==> config.mk <==
export PLATFORM = sky130hd
export DESIGN_NAME = disk_sector_allocation_map_flat
export DESIGN_NICKNAME = d
export VERILOG_FILES = /design/src/dsam_pkg.sv /design/src/dsam_if.sv /design/src/disk_sector_allocation_map.sv /design/src/dsam_store.sv /design/src/flat_wrapper.sv
export SDC_FILE = /design/constraint.sdc
export NUM_CORES = 2
export LEC_CHECK = 0
export BUFFER_PORTS_ARGS = -buffer_cell sky130_fd_sc_hd__buf_2
export CORE_MARGIN = 1.5
export CORE_UTILIZATION = 45
export DETAILED_ROUTE_END_ITERATION = 10
export GPL_TIMING_DRIVEN = 0
export SLEW_MARGIN = 10
export SYNTH_ARGS = -nofsm -noshare
export SYNTH_HDL_FRONTEND = slang
export SYNTH_SLANG_ARGS = --single-unit
==> constraint.sdc <==
create_clock -name clock -period 14.42 [get_ports clock]
set_clock_uncertainty 0.15 [all_clocks]
set_input_delay 4.326 -clock clock [delete_from_list [all_inputs] [get_ports clock]]
set_output_delay 4.326 -clock clock [all_outputs]
set_load 0.02 [all_outputs]
==> src/dsam_pkg.sv <==
// Shared types, constants and zone tables of the disk sector allocation map.
package dsam_pkg;

   localparam int CMD_W          = 2;
   localparam int TRACK_W        = 6;
   localparam int SECTOR_W       = 5;
   localparam int OFFSET_W       = 18;
   localparam int COUNT_W        = 5;
   localparam int STATUS_W       = 2;
   localparam int MAP_W          = 21;
   localparam int START_W        = 10;
   localparam int ZONES          = 4;
   localparam int MAX_TRACKS_DEF = 42;
   localparam int SECTOR_BYTES   = 256;
   localparam int SECTOR_SHIFT   = $clog2(SECTOR_BYTES);

   localparam logic [TRACK_W-1:0] MIN_TRACKS   = TRACK_W'(35);
   localparam logic [TRACK_W-1:0] FIRST_SEARCH = TRACK_W'(17);
   localparam logic [TRACK_W-1:0] LAST_SEARCH  = TRACK_W'(18);

   typedef enum logic [CMD_W-1:0] {
      CMD_FIND   = 2'd0,
      CMD_ALLOC  = 2'd1,
      CMD_FREE   = 2'd2,
      CMD_FORMAT = 2'd3
   } cmd_type;

   typedef enum logic [STATUS_W-1:0] {
      ST_OK   = 2'd0,
      ST_SAME = 2'd1,
      ST_NONE = 2'd2,
      ST_BAD  = 2'd3
   } status_type;

   typedef struct packed {
      logic [MAP_W-1:0]   map;
      logic [COUNT_W-1:0] count;
   } entry_type;

   typedef struct packed {
      logic                wr_en;
      logic [TRACK_W-1:0]  wr_track;
      entry_type           wr_entry;
      logic [TRACK_W-1:0]  rd_track;
      logic                clear;
      logic [TRACK_W-1:0]  clear_tc;
   } store_ctl_type;

   typedef struct packed {
      logic [TRACK_W-1:0]  result_track;
      logic [SECTOR_W-1:0] result_sector;
      logic [OFFSET_W-1:0] byte_offset;
      logic [COUNT_W-1:0]  track_free_count;
      logic [STATUS_W-1:0] status;
   } res_type;

   typedef struct packed {
      logic                hit;
      logic [SECTOR_W-1:0] sector;
   } find_type;

   localparam logic [COUNT_W-1:0] ZONE_SECTORS [ZONES] = '{5'd21, 5'd19, 5'd18, 5'd17};

   localparam logic [MAP_W-1:0] ZONE_FULL [ZONES] = '{
      21'h1FFFFF, 21'h07FFFF, 21'h03FFFF, 21'h01FFFF
   };

   // sector visited at each interleave step, per zone
   localparam logic [SECTOR_W-1:0] SEQ [ZONES][MAP_W] = '{
      '{5'd0, 5'd10, 5'd20, 5'd9, 5'd19, 5'd8, 5'd18, 5'd7, 5'd17, 5'd6, 5'd16,
        5'd5, 5'd15, 5'd4, 5'd14, 5'd3, 5'd13, 5'd2, 5'd12, 5'd1, 5'd11},
      '{5'd0, 5'd10, 5'd1, 5'd11, 5'd2, 5'd12, 5'd3, 5'd13, 5'd4, 5'd14, 5'd5,
        5'd15, 5'd6, 5'd16, 5'd7, 5'd17, 5'd8, 5'd18, 5'd9, 5'd0, 5'd10},
      '{5'd0, 5'd10, 5'd2, 5'd12, 5'd4, 5'd14, 5'd6, 5'd16, 5'd8, 5'd0, 5'd10,
        5'd2, 5'd12, 5'd4, 5'd14, 5'd6, 5'd16, 5'd8, 5'd0, 5'd10, 5'd2},
      '{5'd0, 5'd10, 5'd3, 5'd13, 5'd6, 5'd16, 5'd9, 5'd2, 5'd12, 5'd5, 5'd15,
        5'd8, 5'd1, 5'd11, 5'd4, 5'd14, 5'd7, 5'd0, 5'd10, 5'd3, 5'd13}
   };

   function automatic logic [1:0] zone_of(input logic [TRACK_W-1:0] t);
      if (t <= TRACK_W'(17)) return 2'd0;
      if (t <= TRACK_W'(24)) return 2'd1;
      if (t <= TRACK_W'(30)) return 2'd2;
      return 2'd3;
   endfunction

   function automatic logic [COUNT_W-1:0] sectors_of(input logic [TRACK_W-1:0] t);
      return ZONE_SECTORS[zone_of(t)];
   endfunction

   function automatic logic [START_W-1:0] track_start(input logic [TRACK_W-1:0] t);
      logic [START_W-1:0] tw;
      tw = START_W'(t);
      case (zone_of(t))
         2'd0:    return START_W'((tw - START_W'(1)) * START_W'(21));
         2'd1:    return START_W'(START_W'(357) + (tw - START_W'(18)) * START_W'(19));
         2'd2:    return START_W'(START_W'(490) + (tw - START_W'(25)) * START_W'(18));
         default: return START_W'(START_W'(598) + (tw - START_W'(31)) * START_W'(17));
      endcase
   endfunction

   function automatic logic [OFFSET_W-1:0] offset_of(input logic [TRACK_W-1:0] t,
                                                     input logic [SECTOR_W-1:0] s);
      logic [START_W-1:0] sum;
      sum = START_W'(track_start(t) + START_W'(s));
      return OFFSET_W'(OFFSET_W'(sum) << SECTOR_SHIFT);
   endfunction

   // first free sector in interleave order
   function automatic find_type first_free(input logic [MAP_W-1:0] map,
                                           input logic [1:0] zone);
      find_type f;
      f = '0;
      for (int j = MAP_W - 1; j >= 0; j--) begin
         if (map[SEQ[zone][j]]) begin
            f.hit    = 1'b1;
            f.sector = SEQ[zone][j];
         end
      end
      return f;
   endfunction

endpackage

==> src/dsam_if.sv <==
// Handshake channel interfaces of the disk sector allocation map.
interface dsam_req_if import dsam_pkg::*; ();
   logic                valid;
   logic                ready;
   logic [CMD_W-1:0]    command;
   logic [TRACK_W-1:0]  track;
   logic [SECTOR_W-1:0] sector;
   modport source (output valid, command, track, sector, input ready);
   modport sink (input valid, command, track, sector, output ready);
endinterface

interface dsam_rsp_if import dsam_pkg::*; ();
   logic                valid;
   logic                ready;
   logic [TRACK_W-1:0]  result_track;
   logic [SECTOR_W-1:0] result_sector;
   logic [OFFSET_W-1:0] byte_offset;
   logic [COUNT_W-1:0]  track_free_count;
   logic [STATUS_W-1:0] status;
   modport source (output valid, result_track, result_sector, byte_offset,
                   track_free_count, status, input ready);
   modport sink (input valid, result_track, result_sector, byte_offset,
                 track_free_count, status, output ready);
endinterface

interface dsam_csr_if import dsam_pkg::*; ();
   logic               valid;
   logic               ready;
   logic [TRACK_W-1:0] track_count;
   modport source (output valid, track_count, input ready);
   modport sink (input valid, track_count, output ready);
endinterface

==> src/disk_sector_allocation_map.sv <==
// Top level of the disk sector allocation map: command sequencer and result register.
// Usage:
//   req_chan takes one command transaction (command, track, sector) when valid and
//   ready are high; ready is high only while the sequencer is idle.
//   rsp_chan returns exactly one result transaction per command from an output
//   register; a stalled receiver holds the result, and a finished command waits in
//   its last state until the register frees, so nothing is lost.
//   csr_chan writes track_count (saturated to 35..MAX_TRACKS) and is always ready;
//   write it only while no command is in flight.
// Find reads one track entry per cycle from the single memory read port, in the
//   order 17 down to 1 then track_count down to 18, and picks the first free
//   sector of a track in interleave order in the cycle its entry arrives.
// Commands run one at a time; the next is taken the cycle after the result
//   is loaded.
// Reset: track_count returns to 35 and every track up to track_count reads as
//   freshly formatted at once (per-track valid bits, no clearing pass); format works the same way.
module disk_sector_allocation_map import dsam_pkg::*; #(
   parameter int MAX_TRACKS = MAX_TRACKS_DEF
) (
   input logic      clock,
   input logic      reset,
   dsam_req_if.sink   req_chan,
   dsam_rsp_if.source rsp_chan,
   dsam_csr_if.sink   csr_chan
);

   typedef enum logic [2:0] {
      S_IDLE,
      S_FIND,
      S_READ,
      S_EXEC,
      S_DONE
   } state_type;

   state_type           state_ff, state_in;
   cmd_type             cmd_ff, cmd_in;
   logic [TRACK_W-1:0]  trk_ff, trk_in;
   logic [SECTOR_W-1:0] sec_ff, sec_in;
   logic [TRACK_W-1:0]  tc_ff, tc_in;
   logic [TRACK_W-1:0]  iss_trk_ff, iss_trk_in;
   logic                iss_done_ff, iss_done_in;
   logic                pend_ff, pend_in;
   logic                pend_last_ff, pend_last_in;
   logic [TRACK_W-1:0]  eval_trk_ff, eval_trk_in;
   res_type             res_ff, res_in;
   res_type             rsp_ff, rsp_in;
   logic                rsp_valid_ff, rsp_valid_in;

   store_ctl_type       ctl;
   entry_type           ent;
   find_type            fnd;
   logic [MAP_W-1:0]    mask;
   logic                bit_set;
   logic                bad;
   logic [TRACK_W-1:0]  csr_tc;

   dsam_store #(
      .MAX_TRACKS (MAX_TRACKS)
   ) u_store (
      .clock    (clock),
      .reset    (reset),
      .ctl      (ctl),
      .rd_entry (ent)
   );

   assign fnd     = first_free(ent.map, zone_of(eval_trk_ff));
   assign mask    = MAP_W'(1) << sec_ff;
   assign bit_set = |(ent.map & mask);
   assign bad     = (trk_ff == '0) || (trk_ff > tc_ff) ||
                    (COUNT_W'(sec_ff) >= sectors_of(trk_ff));

   always_comb begin
      if (csr_chan.track_count < MIN_TRACKS) begin
         csr_tc = MIN_TRACKS;
      end else if (csr_chan.track_count > TRACK_W'(MAX_TRACKS)) begin
         csr_tc = TRACK_W'(MAX_TRACKS);
      end else begin
         csr_tc = csr_chan.track_count;
      end
   end

   always_comb begin
      state_in     = state_ff;
      cmd_in       = cmd_ff;
      trk_in       = trk_ff;
      sec_in       = sec_ff;
      tc_in        = tc_ff;
      iss_trk_in   = iss_trk_ff;
      iss_done_in  = iss_done_ff;
      pend_in      = pend_ff;
      pend_last_in = pend_last_ff;
      eval_trk_in  = eval_trk_ff;
      res_in       = res_ff;
      rsp_in       = rsp_ff;
      rsp_valid_in = rsp_valid_ff;
      ctl          = '0;
      ctl.clear_tc = tc_ff;
      ctl.wr_track = trk_ff;

      if (csr_chan.valid) begin
         tc_in = csr_tc;
      end
      if (rsp_valid_ff && rsp_chan.ready) begin
         rsp_valid_in = 1'b0;
      end

      unique case (state_ff)
         S_IDLE: begin
            if (req_chan.valid) begin
               cmd_in = cmd_type'(req_chan.command);
               trk_in = req_chan.track;
               sec_in = req_chan.sector;
               unique case (cmd_type'(req_chan.command))
                  CMD_FIND: begin
                     iss_trk_in  = FIRST_SEARCH;
                     iss_done_in = 1'b0;
                     pend_in     = 1'b0;
                     state_in    = S_FIND;
                  end
                  CMD_FORMAT: begin
                     ctl.clear     = 1'b1;
                     res_in        = '0;
                     res_in.status = ST_OK;
                     state_in      = S_DONE;
                  end
                  default: begin
                     state_in = S_READ;
                  end
               endcase
            end
         end
         S_FIND: begin
            ctl.rd_track = iss_trk_ff;
            pend_in      = !iss_done_ff;
            pend_last_in = (iss_trk_ff == LAST_SEARCH);
            eval_trk_in  = iss_trk_ff;
            iss_trk_in   = (iss_trk_ff == TRACK_W'(1)) ? tc_ff : iss_trk_ff - TRACK_W'(1);
            iss_done_in  = iss_done_ff || (iss_trk_ff == LAST_SEARCH);
            if (pend_ff && (ent.count != '0) && fnd.hit) begin
               res_in.result_track     = eval_trk_ff;
               res_in.result_sector    = fnd.sector;
               res_in.byte_offset      = offset_of(eval_trk_ff, fnd.sector);
               res_in.track_free_count = ent.count;
               res_in.status           = ST_OK;
               state_in                = S_DONE;
            end else if (pend_ff && pend_last_ff) begin
               res_in        = '0;
               res_in.status = ST_NONE;
               state_in      = S_DONE;
            end
         end
         S_READ: begin
            ctl.rd_track = trk_ff;
            state_in     = S_EXEC;
         end
         S_EXEC: begin
            res_in.result_track     = trk_ff;
            res_in.result_sector    = sec_ff;
            res_in.byte_offset      = offset_of(trk_ff, sec_ff);
            res_in.track_free_count = ent.count;
            if (bad) begin
               res_in.byte_offset      = '0;
               res_in.track_free_count = '0;
               res_in.status           = ST_BAD;
            end else if (cmd_ff == CMD_ALLOC) begin
               if (ent.count == '0) begin
                  res_in.status = ST_NONE;
               end else if (!bit_set) begin
                  res_in.status = ST_SAME;
               end else begin
                  ctl.wr_en               = 1'b1;
                  ctl.wr_entry.map        = ent.map & ~mask;
                  ctl.wr_entry.count      = ent.count - COUNT_W'(1);
                  res_in.track_free_count = ent.count - COUNT_W'(1);
                  res_in.status           = ST_OK;
               end
            end else begin
               if (bit_set) begin
                  res_in.status = ST_SAME;
               end else begin
                  ctl.wr_en               = 1'b1;
                  ctl.wr_entry.map        = ent.map | mask;
                  ctl.wr_entry.count      = ent.count + COUNT_W'(1);
                  res_in.track_free_count = ent.count + COUNT_W'(1);
                  res_in.status           = ST_OK;
               end
            end
            state_in = S_DONE;
         end
         S_DONE: begin
            if (!rsp_valid_ff || rsp_chan.ready) begin
               rsp_in       = res_ff;
               rsp_valid_in = 1'b1;
               state_in     = S_IDLE;
            end
         end
         default: begin
            state_in = S_IDLE;
         end
      endcase
   end

   always_ff @(posedge clock) begin
      cmd_ff       <= cmd_in;
      trk_ff       <= trk_in;
      sec_ff       <= sec_in;
      iss_trk_ff   <= iss_trk_in;
      iss_done_ff  <= iss_done_in;
      pend_last_ff <= pend_last_in;
      eval_trk_ff  <= eval_trk_in;
      res_ff       <= res_in;
      rsp_ff       <= rsp_in;
      if (reset) begin
         state_ff     <= S_IDLE;
         tc_ff        <= MIN_TRACKS;
         pend_ff      <= 1'b0;
         rsp_valid_ff <= 1'b0;
      end else begin
         state_ff     <= state_in;
         tc_ff        <= tc_in;
         pend_ff      <= pend_in;
         rsp_valid_ff <= rsp_valid_in;
      end
   end

   assign req_chan.ready            = (state_ff == S_IDLE);
   assign csr_chan.ready            = 1'b1;
   assign rsp_chan.valid            = rsp_valid_ff;
   assign rsp_chan.result_track     = rsp_ff.result_track;
   assign rsp_chan.result_sector    = rsp_ff.result_sector;
   assign rsp_chan.byte_offset      = rsp_ff.byte_offset;
   assign rsp_chan.track_free_count = rsp_ff.track_free_count;
   assign rsp_chan.status           = rsp_ff.status;

   a_write_in_exec: assert property (@(posedge clock) disable iff (reset)
      ctl.wr_en |-> (state_ff == S_EXEC) && !bad)
      else $error("map write outside allocate/free execution");

   a_done_holds: assert property (@(posedge clock) disable iff (reset)
      (state_ff == S_DONE) && rsp_valid_ff && !rsp_chan.ready |=> (state_ff == S_DONE))
      else $error("result left done state while output register busy");

   a_hit_in_track: assert property (@(posedge clock) disable iff (reset)
      rsp_chan.valid && (rsp_chan.status == ST_OK) && (rsp_chan.result_track != '0)
      |-> (COUNT_W'(rsp_chan.result_sector) < sectors_of(rsp_chan.result_track)))
      else $error("reported sector outside its track");

   a_count_bound: assert property (@(posedge clock) disable iff (reset)
      rsp_chan.valid |-> (rsp_chan.track_free_count <= COUNT_W'(MAP_W)))
      else $error("free count above sectors per track");

endmodule

==> src/dsam_store.sv <==
// Per-track free bitmap and free count memory with format-default valid bits.
module dsam_store import dsam_pkg::*; #(
   parameter int MAX_TRACKS = MAX_TRACKS_DEF
) (
   input  logic          clock,
   input  logic          reset,
   input  store_ctl_type ctl,
   output entry_type     rd_entry
);

   localparam int ADDR_W = $clog2(MAX_TRACKS);

   entry_type             mem [MAX_TRACKS];
   logic [MAX_TRACKS-1:0] valid_ff, valid_in;
   logic [TRACK_W-1:0]    fmt_tc_ff, fmt_tc_in;
   logic                  rd_valid_ff, rd_valid_in;
   logic [TRACK_W-1:0]    rd_track_ff;
   entry_type             rd_data_ff;
   logic [TRACK_W-1:0]    rd_t1, wr_t1;
   logic                  rd_ok;
   logic [ADDR_W-1:0]     rd_addr, wr_addr;
   logic [1:0]            zone;
   logic                  formatted;

   assign rd_t1   = ctl.rd_track - TRACK_W'(1);
   assign wr_t1   = ctl.wr_track - TRACK_W'(1);
   assign rd_ok   = (ctl.rd_track != '0) && (ctl.rd_track <= TRACK_W'(MAX_TRACKS));
   assign rd_addr = rd_ok ? rd_t1[ADDR_W-1:0] : '0;
   assign wr_addr = wr_t1[ADDR_W-1:0];

   always_comb begin
      valid_in    = valid_ff;
      fmt_tc_in   = fmt_tc_ff;
      rd_valid_in = rd_ok && valid_ff[rd_addr];
      if (ctl.clear) begin
         valid_in  = '0;
         fmt_tc_in = ctl.clear_tc;
      end else if (ctl.wr_en) begin
         valid_in = valid_ff | (MAX_TRACKS'(1) << wr_addr);
      end
   end

   always_ff @(posedge clock) begin
      if (ctl.wr_en) begin
         mem[wr_addr] <= ctl.wr_entry;
      end
      rd_data_ff  <= mem[rd_addr];
      rd_track_ff <= ctl.rd_track;
   end

   always_ff @(posedge clock) begin
      if (reset) begin
         valid_ff    <= '0;
         fmt_tc_ff   <= MIN_TRACKS;
         rd_valid_ff <= 1'b0;
      end else begin
         valid_ff    <= valid_in;
         fmt_tc_ff   <= fmt_tc_in;
         rd_valid_ff <= rd_valid_in;
      end
   end

   assign zone      = zone_of(rd_track_ff);
   assign formatted = (rd_track_ff != '0) && (rd_track_ff <= fmt_tc_ff);

   always_comb begin
      if (rd_valid_ff) begin
         rd_entry = rd_data_ff;
      end else if (formatted) begin
         rd_entry.map   = ZONE_FULL[zone];
         rd_entry.count = ZONE_SECTORS[zone];
      end else begin
         rd_entry = '0;
      end
   end

endmodule
==> src/flat_wrapper.sv <==
// flat-port wrapper written by rule: the top's interface ports become plain ports
module disk_sector_allocation_map_flat import dsam_pkg::*;
#(
   parameter int MAX_TRACKS = MAX_TRACKS_DEF
)
  (clock, reset, req_chan_valid, req_chan_command, req_chan_track, req_chan_sector, req_chan_ready, rsp_chan_valid, rsp_chan_result_track, rsp_chan_result_sector, rsp_chan_byte_offset, rsp_chan_track_free_count, rsp_chan_status, rsp_chan_ready, csr_chan_valid, csr_chan_track_count, csr_chan_ready);
  dsam_req_if req_chan_i ();
  dsam_rsp_if rsp_chan_i ();
  dsam_csr_if csr_chan_i ();
  input logic clock;
  input logic reset;
  input wire logic [$bits(req_chan_i.valid)-1:0] req_chan_valid;
  input wire logic [$bits(req_chan_i.command)-1:0] req_chan_command;
  input wire logic [$bits(req_chan_i.track)-1:0] req_chan_track;
  input wire logic [$bits(req_chan_i.sector)-1:0] req_chan_sector;
  output wire logic [$bits(req_chan_i.ready)-1:0] req_chan_ready;
  output wire logic [$bits(rsp_chan_i.valid)-1:0] rsp_chan_valid;
  output wire logic [$bits(rsp_chan_i.result_track)-1:0] rsp_chan_result_track;
  output wire logic [$bits(rsp_chan_i.result_sector)-1:0] rsp_chan_result_sector;
  output wire logic [$bits(rsp_chan_i.byte_offset)-1:0] rsp_chan_byte_offset;
  output wire logic [$bits(rsp_chan_i.track_free_count)-1:0] rsp_chan_track_free_count;
  output wire logic [$bits(rsp_chan_i.status)-1:0] rsp_chan_status;
  input wire logic [$bits(rsp_chan_i.ready)-1:0] rsp_chan_ready;
  input wire logic [$bits(csr_chan_i.valid)-1:0] csr_chan_valid;
  input wire logic [$bits(csr_chan_i.track_count)-1:0] csr_chan_track_count;
  output wire logic [$bits(csr_chan_i.ready)-1:0] csr_chan_ready;
  assign req_chan_i.valid = req_chan_valid;
  assign req_chan_i.command = req_chan_command;
  assign req_chan_i.track = req_chan_track;
  assign req_chan_i.sector = req_chan_sector;
  assign req_chan_ready = req_chan_i.ready;
  assign rsp_chan_valid = rsp_chan_i.valid;
  assign rsp_chan_result_track = rsp_chan_i.result_track;
  assign rsp_chan_result_sector = rsp_chan_i.result_sector;
  assign rsp_chan_byte_offset = rsp_chan_i.byte_offset;
  assign rsp_chan_track_free_count = rsp_chan_i.track_free_count;
  assign rsp_chan_status = rsp_chan_i.status;
  assign rsp_chan_i.ready = rsp_chan_ready;
  assign csr_chan_i.valid = csr_chan_valid;
  assign csr_chan_i.track_count = csr_chan_track_count;
  assign csr_chan_ready = csr_chan_i.ready;
  disk_sector_allocation_map #(.MAX_TRACKS(MAX_TRACKS)) u_core (.clock(clock), .reset(reset), .req_chan(req_chan_i), .rsp_chan(rsp_chan_i), .csr_chan(csr_chan_i));
endmodule
Yosys cells after proc, flatten, opt, wreduce, memory -nomap -nowiden --
Memories as Yosys holds them, arrays and structs flattened. A register that Yosys moved wholly into a read port is not among the register bits. Index checks and enable logic that the tools add are counted.
Operators by class: add/sub/neg operators 21, multiply operators 8, order comparisons 40, equality and inequality tests 17, shift-type cells 2, muxes and demuxes 196, bitwise operators 8, reduce and logical (&&, ||, !) cells 31
Operators with widths (number):
- $bmux 105 s2 | 1
- $mux 105 | 2
- $mux 26 | 8
- $mux 6 | 27
- $mux 36 | 4
- $lt 5x6->1 const B | 21
- $pmux 36 s3 | 1
- $bmux 1 s5 | 21
- $mux 1 | 73
- $mul 10x5->10 const B | 6
- $pmux 10 s3 | 2
- $mux 2 | 28
- $le 6x5->1 const B | 9
- $and 21x21->21 | 2
- $bmux 21 s2 | 1
- $mux 21 | 2
- $or 42x42->42 | 1
- $shl 1x6->42 const A | 1
- $sub 6x5->7 const B | 6
- $add 9x10->10 const A | 4
- $mux 5 | 7
- $mux 10 | 3
- $pmux 6 s2 | 2
- $not 21->21 | 1
- other kinds (52) | 90
Word-level totals: bits in registers 165, bits in writable memories 1092, input bits 24, output and inout port bits 39, logic and storage cells 349, memories 1
Memory list:
- u_core.u_store.mem | words 42, bits a word 26, read ports 1, clocked after memory_dff 1, wr ports 1, line dsam_store.sv:13 | entry_type mem [MAX_TRACKS];

Logic depth before layout (Yosys ltp) --
word-level depth 59, mapped depth 34, mapped depth without buffers 28

By module --
From an unflattened synthesis, not the netlist that was laid out.
Second synthesis, totals: cell total of the unflattened synthesis 4610, area total of the unflattened synthesis 59111.7 µm²
Modules (own cells, without submodules):
- dsam_store | times used 1, cells an instance 3105, area an instance 46029.1 µm², seq. area each 34413.0 µm²
- disk_sector_allocation_map | times used 1, cells an instance 1505, area an instance 13082.5 µm², seq. area each 2712.6 µm²

Worst setup path after synthesis --
Ideal clock, no wire load.
kind flip-flop to flip-flop, start register u_core.eval_trk_ff[1], end register u_core.res_ff[23] (netlist name) (data pin), setup time 0.272 ns, arrival time 6.603 ns, data required time 13.998 ns, setup slack 7.395 ns, cell stages (with the launch flop) 34, path through edfxtp_1 -> clkbuf_1 -> inv_1 -> ha_1 -> or2_1 -> a21o_1 -> o21ai_1 -> buf_4 -> buf_2 -> buf_1 -> ha_1 -> clkbuf_1 -> buf_2 -> nand2_1 -> nand3_1 -> mux4_2 -> nand2b_1 -> o211ai_1 -> o221ai_1 -> a311oi_1 -> a2111oi_0 -> o41ai_1 -> nor2b_1 -> ha_1 -> inv_1 -> fa_1 -> nor2b_1 -> o21ai_0 -> nand2b_1 -> a21o_1 -> nand2_1 -> nor3_1 -> xnor2_1 -> o22ai_1
RTL lines:
- from (decl) | line disk_sector_allocation_map.sv:44 | logic [TRACK_W-1:0] eval_trk_ff, eval_trk_in;
- from (signal assigned) | line disk_sector_allocation_map.sv:210 | eval_trk_ff <= eval_trk_in;
- to (signal assigned) | line disk_sector_allocation_map.sv:211 | res_ff <= res_in;
- to (decl) | line disk_sector_allocation_map.sv:45 | res_type res_ff, res_in;

Final worst setup path --
start register u_core.trk_ff[0], end register u_core.u_store.rd_data_ff[0] (netlist name)
On the way: longest elaborated chain between the ends 4, elaborated cells on any way between the ends 6, those cells by class 1 x add/sub; 1 x order compare; 2 x mux; 2 x reduce/logical
RTL lines:
- from (decl) | line disk_sector_allocation_map.sv:37 | logic [TRACK_W-1:0] trk_ff, trk_in;
- from (signal assigned) | line disk_sector_allocation_map.sv:205 | trk_ff <= trk_in;
- $pmux 6 s2 * | line disk_sector_allocation_map.sv:107 | unique case (state_ff)
- $le 6x6->1 / $reduce_bool 6->1 (equally long branches) | line dsam_store.sv:27 | assign rd_ok = (ctl.rd_track != '0) && (ctl.rd_track <= TRACK_W'(MAX_TRACKS));
- $logic_and 1x1->1 | line dsam_store.sv:27
- $mux 6 * | line dsam_store.sv:28 | assign rd_addr = rd_ok ? rd_t1[ADDR_W-1:0] : '0;
Every way passes the cells marked *; elsewhere a longest branch is shown, timed or not. A chain may end at the register's enable or synchronous reset.

==> metrics.txt <==
# TYPE chip_impl_metric gauge
chip_impl_metric{name="io_buffers",unit=""} 52
chip_impl_metric{name="synth_area_in_compound_gates",unit="%"} 13.2
chip_impl_metric{name="pin_count_of_the_biggest_net_entering_global_routing",unit=""} 43
chip_impl_metric{name="timing.critical_path.slowest_cell_delay",unit="ns"} 1.12
chip_impl_metric{name="placementRows",unit=""} 132
chip_impl_metric{name="yosys.area_share.simple",unit="%"} 10.9
chip_impl_metric{name="maxSlewViolCount",unit=""} 32
chip_impl_metric{name="post_synth_edffs",unit=""} 1175
chip_impl_metric{name="total_vias_in_the_final_route",unit=""} 47600
chip_impl_metric{name="syn2layout_area_growth",unit="%"} 15.9
chip_impl_metric{name="die_y",unit="um"} 365
chip_impl_metric{name="cts_setup_buffers",unit=""} 0
chip_impl_metric{name="critPathMaxFanout",unit=""} 11
chip_impl_metric{name="grt_usage",unit="%"} 39.2
chip_impl_metric{name="remaining_drc_errors",unit=""} 0
chip_impl_metric{name="synth_xor_xnor_area_share",unit="%"} 1.91
chip_impl_metric{name="worst_setup_hold_path_clk_slew",unit="ns"} 0.07
chip_impl_metric{name="area.sequential",unit="mm2"} 0.0371
chip_impl_info{name="critical-path-top-cell-by-count",value="sky130_fd_sc_hd__clkbuf_1"} 1
chip_impl_info{name="timing.setup.critical_path_class",value="reg2reg"} 1
chip_impl_metric{name="timing_worst_slew_pin_value",unit="ns"} 1.60
chip_impl_metric{name="placed_cells",unit=""} 6792
chip_impl_metric{name="wire_length_of_the_first_global_routing_pass",unit="um"} 356000
chip_impl_metric{name="synthesis.yosys.warnings",unit=""} 0
chip_impl_metric{name="first_pass_iters",unit=""} 7
chip_impl_metric{name="arrival",unit="ns"} 11.65
chip_impl_info{name="critical_path.top_delay_family",value="buffers and inverters"} 1
chip_impl_info{name="timing.critical_path.cells",value="clkbuf_1 > nand3b_1 > a21o_1 > buf_2 > buf_1 > clkbuf_1 > clkbuf_2 > clkbuf_1 > ha_1 > a211oi_1 > o311ai_2 > o21ai_1 > nor2_1 > buf_2 > buf_2 > clkbuf_1 > a31oi_1 > o21ai_0 > o311ai_0"} 1
chip_impl_metric{name="max-vdd-ir-drop",unit="uV"} 155
chip_impl_metric{name="design_area",unit="mm2"} 0.0684
chip_impl_metric{name="critical_path.n_buffers_inverters",unit=""} 9
chip_impl_metric{name="placeableCoreArea",unit="mm2"} 0.130
chip_impl_metric{name="cts-root-to-sink-buffers",unit=""} 3
chip_impl_metric{name="stdcell_count",unit=""} 7045
chip_impl_metric{name="final_worst_path_period_share",unit="%"} 78.7
chip_impl_metric{name="dpl.hpwl",unit="um"} 185000
chip_impl_metric{name="h-tree-depth",unit=""} 4
chip_impl_metric{name="drt_wl_total",unit="um"} 263000
chip_impl_metric{name="synth_async_sr_flop_share",unit="%"} 0
chip_impl_metric{name="avgSynthCellArea",unit="um2"} 12.2
chip_impl_metric{name="clk_latency",unit="ns"} 0.81
chip_impl_metric{name="post-route-util",unit="%"} 52.7
chip_impl_metric{name="final_ant_viol_nets",unit=""} 0
chip_impl_metric{name="starting_utilization_of_the_core_area",unit="%"} 45.5
chip_impl_metric{name="nets",unit=""} 5418
chip_impl_metric{name="cts_resizes",unit=""} 0
chip_impl_metric{name="instance_area_after_placement",unit="mm2"} 0.0642
chip_impl_info{name="crit_slowest_cell",value="sky130_fd_sc_hd__buf_1"} 1
chip_impl_metric{name="power.leakage",unit="nW"} 22.5
chip_impl_metric{name="layout.filler_cells",unit=""} 11300
chip_impl_info{name="crit_path_start_kind",value="flip-flop"} 1
chip_impl_metric{name="layout-drive-gt1-share",unit="%"} 11.6
chip_impl_info{name="synthFlopType",value="sky130_fd_sc_hd__edfxtp_1"} 1
chip_impl_metric{name="worst-r2r-cell-count",unit=""} 19
chip_impl_metric{name="synth_top_area_share",unit="%"} 59.8
chip_impl_metric{name="grt_overflow",unit=""} 0
chip_impl_metric{name="yosysSeqAreaShare",unit="%"} 62.9
chip_impl_metric{name="die_w",unit="um"} 365
chip_impl_metric{name="wl_per_cell",unit="um"} 37.3
chip_impl_metric{name="critical_path_cell_count",unit=""} 19
chip_impl_info{name="synth_top_area_cell",value="sky130_fd_sc_hd__edfxtp_1"} 1
chip_impl_metric{name="antenna_found_initial",unit=""} 21
chip_impl_info{name="root_buffer",value="sky130_fd_sc_hd__clkbuf_16"} 1
chip_impl_metric{name="floorplan_die_area",unit="mm2"} 0.133
chip_impl_info{name="run_status",value="finished with violations"} 1
chip_impl_metric{name="post_cts_hold_buffer_count",unit=""} 0
chip_impl_info{name="tritoncts",value="yes"} 1
chip_impl_metric{name="synth_area",unit="mm2"} 0.0590
chip_impl_metric{name="netlist_instances",unit=""} 4857
chip_impl_metric{name="fmax",unit="GHz"} 0.0881
chip_impl_metric{name="ios",unit=""} 63
chip_impl_metric{name="tritoncts.num_buffers",unit=""} 134
chip_impl_metric{name="max_slew_margin",unit="%"} -7.81
chip_impl_metric{name="synth.area.mux_share",unit="%"} 3.11
chip_impl_info{name="post_synth_main_area_contributors",value="sky130_fd_sc_hd__edfxtp_1 60%, sky130_fd_sc_hd__nand2_1 4.5%, sky130_fd_sc_hd__ha_1 3.8%"} 1
chip_impl_metric{name="synth-seq-cells",unit=""} 1267
chip_impl_info{name="setup_repair_after_global_routing_missed_its_margin",value="false"} 1
chip_impl_metric{name="setup_viol",unit=""} 0
chip_impl_info{name="failed_checks",value="max-capacitance violations, max-slew violations"} 1
chip_impl_metric{name="drt_first_iter_violations",unit=""} 8574
chip_impl_metric{name="synth.lib_cells_used.distinct",unit=""} 95
chip_impl_metric{name="min_delay_path_depth",unit=""} 0
chip_impl_metric{name="first_global_vias",unit=""} 43800
chip_impl_metric{name="clock_sink_count",unit=""} 1267
chip_impl_info{name="synth_top_family_by_area",value="compound AO/OA/AOI/OAI gates"} 1
chip_impl_metric{name="finalHoldViolations",unit=""} 0
chip_impl_metric{name="place.gp.congestion",unit=""} 1.01
chip_impl_metric{name="drt-vias-per-instance",unit=""} 6.76
chip_impl_info{name="timing.hold.worst.class",value="reg2reg"} 1
chip_impl_metric{name="synthAdderAreaFrac",unit="%"} 4.73
chip_impl_info{name="worstSetupEndpointType",value="flip-flop"} 1
chip_impl_metric{name="max_cap_viol_count",unit=""} 4
chip_impl_metric{name="p_per_area",unit="mW/mm2"} 235
chip_impl_metric{name="fin_setup_tns",unit="ns"} 0
chip_impl_metric{name="critPathRequiredTime",unit="ns"} 14.73
chip_impl_metric{name="multi_input_comb_area",unit="mm2"} 0.0207
chip_impl_metric{name="post_layout_minimum_cycle_time",unit="ns"} 11.35
-- cell usage after synthesis (83+ instances only) --
master	number
sky130_fd_sc_hd__a21oi_1	230
sky130_fd_sc_hd__a31oi_1	146
sky130_fd_sc_hd__clkbuf_1	201
sky130_fd_sc_hd__dfxtp_1	92
sky130_fd_sc_hd__edfxtp_1	1175
sky130_fd_sc_hd__ha_1	180
sky130_fd_sc_hd__inv_1	153
sky130_fd_sc_hd__mux2i_1	133
sky130_fd_sc_hd__nand2_1	705
sky130_fd_sc_hd__nand3_1	213
sky130_fd_sc_hd__nor2_1	279
sky130_fd_sc_hd__nor3_1	107
sky130_fd_sc_hd__o21ai_0	178
sky130_fd_sc_hd__xnor2_1	83
-- area by class of cell --
cell class	instances	area share, %
Sequential cell	1267	54.2
Multi-Input combinational cell	3117	30.3
Clock buffer	183	5.41
Timing Repair Buffer	187	3.22
Tap cell	1742	3.18
Buffer	324	2.05
Inverter	156	0.859
Clock inverter	57	0.735
Antenna cell	12	0.0439
-- path summary, 6_finish.rpt --
kind                     start                              end  slack [ns]
max           u_core.trk_ff[0]     u_core.u_store.rd_data_ff[0]        3.07
max reg2reg   u_core.trk_ff[0]     u_core.u_store.rd_data_ff[0]        3.07
min reg2reg  u_core.res_ff[23]  u_core.rsp_chan.byte_offset[16]        0.27
min          u_core.res_ff[23]  u_core.rsp_chan.byte_offset[16]        0.27
-- cell families after synthesis --
group                    count (synthesis)
other                                    2
flip-flops                            1267
AND/OR/NAND/NOR                       1473
XOR/XNOR                               129
buffers and inverters                  480
multiplexers                           162
adder cells (fa/ha/maj)                207
AO/OA/AOI/OAI                         1137
-- per-layer routing --
layer	vias to the layer above	wire length (um)	GRT usage, %
met5	-	282	0.690
met4	26	21000	25.7
met3	1002	38700	15.4
met2	4032	113000	58.1
met1	23400	90300	47.3
li1	19100	-	-
-- stage by stage --
step	total power [mW]	worst slack (ns)	hold WS, ns
after global placement	12.0	-0.194	0.252
final	16.1	3.07	0.266
after CTS	15.5	3.40	0.264
after global routing	16.3	3.75	0.273
after floorplan	8.35	7.40	0.250
after detailed placement	12.1	3.49	0.255
-- power by group --
| part | switching, mW | internal [mW] | leakage, nW |
|---|---|---|---|
| clock | 1.51 | 1.87 | 2.05 |
| combinational | 6.39 | 2.12 | 10.8 |
| sequential | 0.130 | 4.09 | 9.57 |
| total | 8.03 | 8.08 | 22.5 |
-- state kept, by name, indices dropped and copies added (netlist names) --
signal                            cells
u_core.pend_last_ff                   1
u_core.sec_ff                         5
u_core.rsp_chan.valid                 1
u_core.rsp_chan.track_free_count      5
u_core.pend_ff                        1
u_core.eval_trk_ff                    6
u_core.u_store.valid_ff              42
u_core.res_ff                        28
u_core.u_store.rd_track_ff            6
u_core.tc_ff                          6
u_core.trk_ff                         6
u_core.cmd_ff                         2
u_core.u_store.rd_valid_ff            1
u_core.iss_trk_ff                     6
u_core.rsp_chan.result_track          6
u_core.iss_done_ff                    1
u_core.u_store.mem                 1092
u_core.rsp_chan.result_sector         5
u_core.u_store.fmt_tc_ff              6
u_core.state_ff                       3
u_core.rsp_chan.status                2
u_core.u_store.rd_data_ff            26
u_core.rsp_chan.byte_offset          10
-- cells in the final DEF, fill, tap and decap left out, drive strengths merged, types with 66 or more instances in the layout --
cell type,instances
buf,303
edfxtp,1175
o21ai,188
ha,180
nand2,706
inv,163
dfxtp,92
mux2i,133
xnor2,83
a221oi,66
nand3,213
nor2,279
nor3,109
clkbuf,391
a21oi,231
a31oi,146
(Power assumes the default switching activity.)
